<file path="src/hdl/skt_pkg.sv">
// ----------------------------------------------------------------------------
// skt_pkg
// shared sizes, codes and types of the sorted key table
// ----------------------------------------------------------------------------
package skt_pkg;

    localparam int TABLE_DEPTH   = 64;
    localparam int KEY_WIDTH     = 40;
    localparam int PAYLOAD_WIDTH = 64;
    localparam int IDX_W         = $clog2(TABLE_DEPTH);
    localparam int CNT_W         = IDX_W + 1;
    localparam int FUNC_W        = 3;
    localparam int STATUS_W      = 3;

    localparam logic [FUNC_W-1:0] FN_LOOKUP = 3'd0;
    localparam logic [FUNC_W-1:0] FN_INSERT = 3'd1;
    localparam logic [FUNC_W-1:0] FN_REKEY  = 3'd2;
    localparam logic [FUNC_W-1:0] FN_DELETE = 3'd3;
    localparam logic [FUNC_W-1:0] FN_CLEAR  = 3'd4;

    localparam logic [STATUS_W-1:0] ST_OK       = 3'd0;
    localparam logic [STATUS_W-1:0] ST_DUP      = 3'd1;
    localparam logic [STATUS_W-1:0] ST_NOTFOUND = 3'd2;
    localparam logic [STATUS_W-1:0] ST_EMPTY    = 3'd3;
    localparam logic [STATUS_W-1:0] ST_FULL     = 3'd4;

    typedef enum logic [2:0] {
        S_IDLE,
        S_CMP,
        S_EXEC,
        S_CMP2,
        S_EXEC2,
        S_PICK,
        S_DONE
    } state_t;

    typedef struct packed {
        logic                load_in;
        logic                cmp_en;
        logic                cmp_new;
        logic                ins;
        logic                ins_saved;
        logic                del;
        logic                clr;
        logic                sel;
        logic                out_load;
        logic                pick;
        logic [STATUS_W-1:0] status;
    } cmd_t;

    typedef struct packed {
        logic found;
        logic new_dup;
        logic full;
        logic empty;
        logic out_busy;
    } stat_t;

endpackage

</file>
<file path="src/hdl/skt_ctrl.sv">
// ----------------------------------------------------------------------------
// skt_ctrl
// operation sequencer: compare pass, shift or select, result load
// ----------------------------------------------------------------------------
module skt_ctrl
    import skt_pkg::*;
(
    input  logic              clk,
    input  logic              rst_n,
    input  logic              req_valid,
    input  logic [FUNC_W-1:0] req_func,
    output logic              req_ready,
    input  stat_t             stat,
    output cmd_t              cmd
);

    state_t              state_reg, state_next;
    logic [FUNC_W-1:0]   func_reg;
    logic [STATUS_W-1:0] st_reg, st_next;

    always_ff @(posedge clk or negedge rst_n)
    begin
        if (!rst_n)
        begin
            state_reg <= S_IDLE;
            func_reg  <= FN_LOOKUP;
            st_reg    <= ST_OK;
        end
        else
        begin
            state_reg <= state_next;
            st_reg    <= st_next;
            if (req_valid && req_ready)
            begin
                func_reg <= req_func;
            end
        end
    end

    always_comb
    begin
        state_next = state_reg;
        case (state_reg)
            S_IDLE:
            begin
                if (req_valid)
                begin
                    state_next = S_CMP;
                end
            end
            S_CMP:   state_next = S_EXEC;
            S_EXEC:
            begin
                if (func_reg == FN_LOOKUP && !stat.empty)
                begin
                    state_next = S_PICK;
                end
                else if (func_reg == FN_REKEY && stat.found && !stat.new_dup)
                begin
                    state_next = S_CMP2;
                end
                else
                begin
                    state_next = S_DONE;
                end
            end
            S_CMP2:  state_next = S_EXEC2;
            S_EXEC2: state_next = S_DONE;
            S_PICK, S_DONE:
            begin
                if (!stat.out_busy)
                begin
                    state_next = S_IDLE;
                end
            end
            default: state_next = S_IDLE;
        endcase
    end

    always_comb
    begin
        cmd       = '0;
        st_next   = st_reg;
        req_ready = 1'b0;
        case (state_reg)
            S_IDLE:
            begin
                req_ready   = 1'b1;
                cmd.load_in = req_valid;
            end
            S_CMP:
            begin
                cmd.cmp_en = 1'b1;
            end
            S_EXEC:
            begin
                st_next = ST_OK;
                case (func_reg)
                    FN_LOOKUP:
                    begin
                        if (stat.empty)
                        begin
                            st_next = ST_EMPTY;
                        end
                        else
                        begin
                            cmd.sel = 1'b1;
                        end
                    end
                    FN_INSERT:
                    begin
                        if (stat.found)
                        begin
                            st_next = ST_DUP;
                        end
                        else if (stat.full)
                        begin
                            st_next = ST_FULL;
                        end
                        else
                        begin
                            cmd.ins = 1'b1;
                        end
                    end
                    FN_REKEY:
                    begin
                        if (!stat.found)
                        begin
                            st_next = ST_NOTFOUND;
                        end
                        else if (stat.new_dup)
                        begin
                            st_next = ST_DUP;
                        end
                        else
                        begin
                            cmd.del = 1'b1;
                        end
                    end
                    FN_DELETE:
                    begin
                        if (stat.found)
                        begin
                            cmd.del = 1'b1;
                        end
                        else
                        begin
                            st_next = ST_NOTFOUND;
                        end
                    end
                    FN_CLEAR:
                    begin
                        cmd.clr = 1'b1;
                    end
                    default:
                    begin
                        st_next = ST_OK;
                    end
                endcase
            end
            S_CMP2:
            begin
                cmd.cmp_en  = 1'b1;
                cmd.cmp_new = 1'b1;
            end
            S_EXEC2:
            begin
                cmd.ins       = 1'b1;
                cmd.ins_saved = 1'b1;
            end
            S_PICK:
            begin
                cmd.out_load = !stat.out_busy;
                cmd.pick     = 1'b1;
                cmd.status   = ST_OK;
            end
            S_DONE:
            begin
                cmd.out_load = !stat.out_busy;
                cmd.status   = st_reg;
            end
            default:
            begin
                cmd = '0;
            end
        endcase
    end

endmodule

</file>
<file path="config.mk">
export PLATFORM = sky130hd
export DESIGN_NAME = skt_ctrl
export DESIGN_NICKNAME = d
export VERILOG_FILES = /design/src/hdl/skt_pkg.sv /design/src/hdl/skt_ctrl.sv
export SDC_FILE = /design/constraint.sdc
export NUM_CORES = 1
export LEC_CHECK = 0
export ABC_CLOCK_PERIOD_IN_PS = 2250
export BUFFER_PORTS_ARGS = -buffer_cell sky130_fd_sc_hd__buf_4
export CORE_MARGIN = 4
export CORE_UTILIZATION = 45
export CTS_CLUSTER_SIZE = 16
export DETAILED_ROUTE_END_ITERATION = 7
export PLACE_DENSITY = 0.75
export SKIP_CTS_REPAIR_TIMING = 1
export SLEW_MARGIN = 20
export SYNTH_ARGS = -nofsm -noshare
export SYNTH_HDL_FRONTEND = slang
export SYNTH_SLANG_ARGS = --single-unit
</file>
<file path="constraint.sdc">
create_clock -name clk -period 2.25 [get_ports clk]
set_clock_uncertainty 0.15 [all_clocks]
set_input_delay 0.3375 -clock clk [delete_from_list [all_inputs] [get_ports clk]]
set_output_delay 0.3375 -clock clk [all_outputs]
set_load 0.02 [all_outputs]
</file>
==> results by stage <==
Outcome:
- The flow ran to the end, and the final reports show no timing, DRC or antenna violations.

Run:
- The tool flagged a number of max-cap violations equal to 0.

Synth:
- The number of instances in the synthesized netlist is 69.
- The Yosys step of the flow raised 0 warnings.
- The mean area per synthesized cell is 9.375 um2.
- The number of enable-type register cells in the synthesized netlist is 0.
- The share of async-settable or async-resettable flops after synthesis is 100.0%.
- The area share of the leading cell type in the synthesized netlist is 34.82%.
- Of all cell types, the one taking the most synthesized area is dfrtp_1.
- The post-synthesis instance area is roughly 650 um2.
- The most frequently used flop master after synthesis is dfrtp_1.
- The sequential-to-total area share from yosys stat is 34.82%.
- Synthesis inferred 9 register bits.
- The net count of the mapped netlist is 80.
- Yosys attributes the largest share of cell area to dfrtp_1 (35%), mux2_1 (5.2%), a2111oi_4 (4.3%).
- The count of unique library cells instantiated by Yosys is 33.

Die:
- The die is 45.92 um tall.
- The chip width is 45.92 um.
- The total die area is 2108 um2.
- The starting utilization of the core area is between 40% and 50%.
- The initialized floorplan defines 13 standard-cell rows.
- The core region is 1334 um2.
- Pin placement for this block handled 25 I/O pins.

Route:
- The average routed wire per standard cell is 13.11 um.
- The total via count after detailed routing is 611.
- After detailed routing, the number of remaining DRC violations is 0.
- The final layout contains routed wiring with a total length of between 1 and 1.5 mm.
- The number of violations reported at the end of detailed-routing iteration 0 is 6.
- Once detail routing completed, the nets flagged for antenna violations numbered 0.
- Using the TritonRoute via totals, the vias-per-cell ratio works out to about 5.5.
- The first detailed-routing pass took 4 iterations.

CTS:
- CTS built an H-tree with a depth of 1.
- The clock latency reported for the late side of the worst-skew pair is 260 ps.
- The root buffer cell chosen for the clock tree is clkbuf_4.
- The CTS tree is built.
- The buffer depth of the longest clock path is 2.
- The number of buffers inserted during clock tree synthesis is 3.
- Clock-pin slew was measured on the worst setup and hold paths at 70 ps.
- The tree built by TritonCTS fans out to 9 sinks.

Timing:
- The worst slew margin relative to its limit is 78.51%.
- Setup total negative slack on the finished layout was measured at 0 ps.
- The final-report setup violation count is 0.
- For the pin with the worst max-slew slack, the measured transition is between 300 and 400 ps.
- The minimum period implied by the final worst setup slack is around 2100 ps.
- The count of final max-slew check failures is 0.
- The number of hold violations in the final report is 0.
- Timing would allow up to between 400 and 500 MHz.
- The slack of the critical path is 151.1 ps.
- Setup repair after global routing left no endpoint under its margin.
- The final critical path takes up 93.29% of the cycle.

Critical path:
- The kind of start point of the critical path is a register.
- The delay contributed by the slowest stage of the critical path is between 400 and 500 ps.
- Together, buffers and inverters on the worst path number 1.
- The critical path is of the reg -> out type.
- The critical path required time is 1760 ps.
- The critical-path maximum fanout is 8.
- In this design, the largest share of critical-path delay is due to simple AND/OR/NAND/NOR gates.
- The type of element capturing the critical path is an output pin.
- The cell at the slowest stage of the critical path is or3b_4.
- The critical path goes through or3b_4, a2111oi_4, buf_4.
- Data on the critical path arrives at its endpoint at between 1500 and 2000 ps.

Layout:
- In the final layout, the share of cells above drive strength 1 is 38.54%.
- From synthesis to final layout, the design area changed by 36.75%.
- The final layout contains between 100 and 150 nets.
- 0 antenna diodes ended up in the layout.
- The filler cell count in the final layout is 120.

Global routing:
- The number of global-route vias before repair is 616.
- The aggregate global routing overflow is 0.
- The first-pass GRT wire length is 2.601 mm.
- The number of antenna violations at the first check in global routing is 0.
- For this run, the total global-route usage over all layers was measured as 17.46%.
- The pin count of the biggest net entering global routing is 15.

Placement:
- The weighted congestion at the end of routability-driven global placement is 0.7839.
- The count of buffers added on input and output ports is 24.
- The post-placement setup slack is between 300 and 400 ps.
- Once detailed placement completed, the half-perimeter wirelength came to approximately 1.2 mm.

Min path:
- The worst hold path class is in -> reg.

Pwr:
- The analysis attributes to cell leakage a power of 0.4382 nW.
- Across the VDD grid, the largest voltage drop is 877.7 uV.
- Power spread over the standard cell area amounts to 1328 nW/um2.
-- report_power, final --
part           switching (W)  internal, W  total, W
Clock              0.0000577    0.0000683  0.000126
Sequential         0.0000858     0.000237  0.000323
Combinational       0.000383     0.000342  0.000725
-- final timing paths --
check,from,endpoint,slack [ps],depth (start not counted)
worst max register to register,func_reg[0],state_reg[1],640,3
max in group asynchronous,rst_n,state_reg[0],1530,2
min in group asynchronous,rst_n,state_reg[2],280,2
worst max-delay path,state_reg[0],cmd[7],150,3
worst min-delay path,req_func[1],func_reg[1],140,2
worst min register to register,st_reg[2],st_reg[2],350,2
-- cells in the mapped netlist, types with 2 or more instances --
cell type	n
a21oi_1	2
a22o_1	3
and2_1	2
and3_1	3
and3b_1	2
buf_2	3
clkbuf_1	2
dfrtp_1	9
inv_1	4
mux2_1	3
nand2_1	6
nor2_1	6
nor2b_1	2
nor3b_1	2
xnor2_1	2
-- metrics by stage --
stage / hold WS, ps / util, % / power (W) / std cells / instance area [um2]
finish: 137.1 / 66.32 / 0.001174 / 111 / 884.6
global route: 138.7 / 66.32 / 0.001279 / 111 / 884.6
CTS: -266.7 / 65.38 / 0.001174 / 110 / 872.1
detailed placement: 14.82 / 63.41 / 0.001049 / 106 / 845.8
global placement: 14.62 / 63.41 / 0.001029 / 106 / 845.8
floorplan: -108.1 / - / 0.0008169 / 69 / 646.9
-- cells in the final DEF, fill, tap and decap left out, drive strengths merged --
cell type	n
dlygate4sd3	1
nand2	6
and2	2
or3b	1
a311oi	1
nor2b	2
mux2	3
o41ai	1
and4b	1
buf	27
a2111oi	1
a22o	3
nor2	7
a21oi	2
or2	1
or4	1
xnor2	2
a211o	1
nand2b	1
inv	4
nor3b	2
a22oi	1
o22ai	1
nor3	2
a41o	1
o21ai	2
dfrtp	9
and3b	2
o311a	1
clkbuf	4
and3	3
-- routing by layer --
metal  part of all wire, %  track usage [%]  vias up
li1                      -                -      303
met1                    43            21.20      287
met2                    48            28.02       19
met3                   6.9            4.743        2
met4                   1.4            8.523        0
met5                     0                0        -
-- worst reg2reg max path, stage by stage (launching register included) --
cell,delay [ps]
dfrtp_1,460
or4_4,600
a22oi_1,160
o22ai_1,110
-- final cells by class --
cell class              count  area (um2)  area share (%)
well taps                  15       18.77           2.122
inverters                   4       15.01           1.697
multi-input cells          51       386.6           43.71
flip-flops and latches      9       225.2           25.46
clock buffers               4       26.28           2.970
repair buffers             28       212.7           24.05
-- kinds of logic after synthesis --
family,synth area share [%]
xor+xnor,2.708
flops,34.82
simple gates,28.63
mux,5.222
buf+inv,5.802
compound gates,22.83
(Power assumes the default switching activity.)
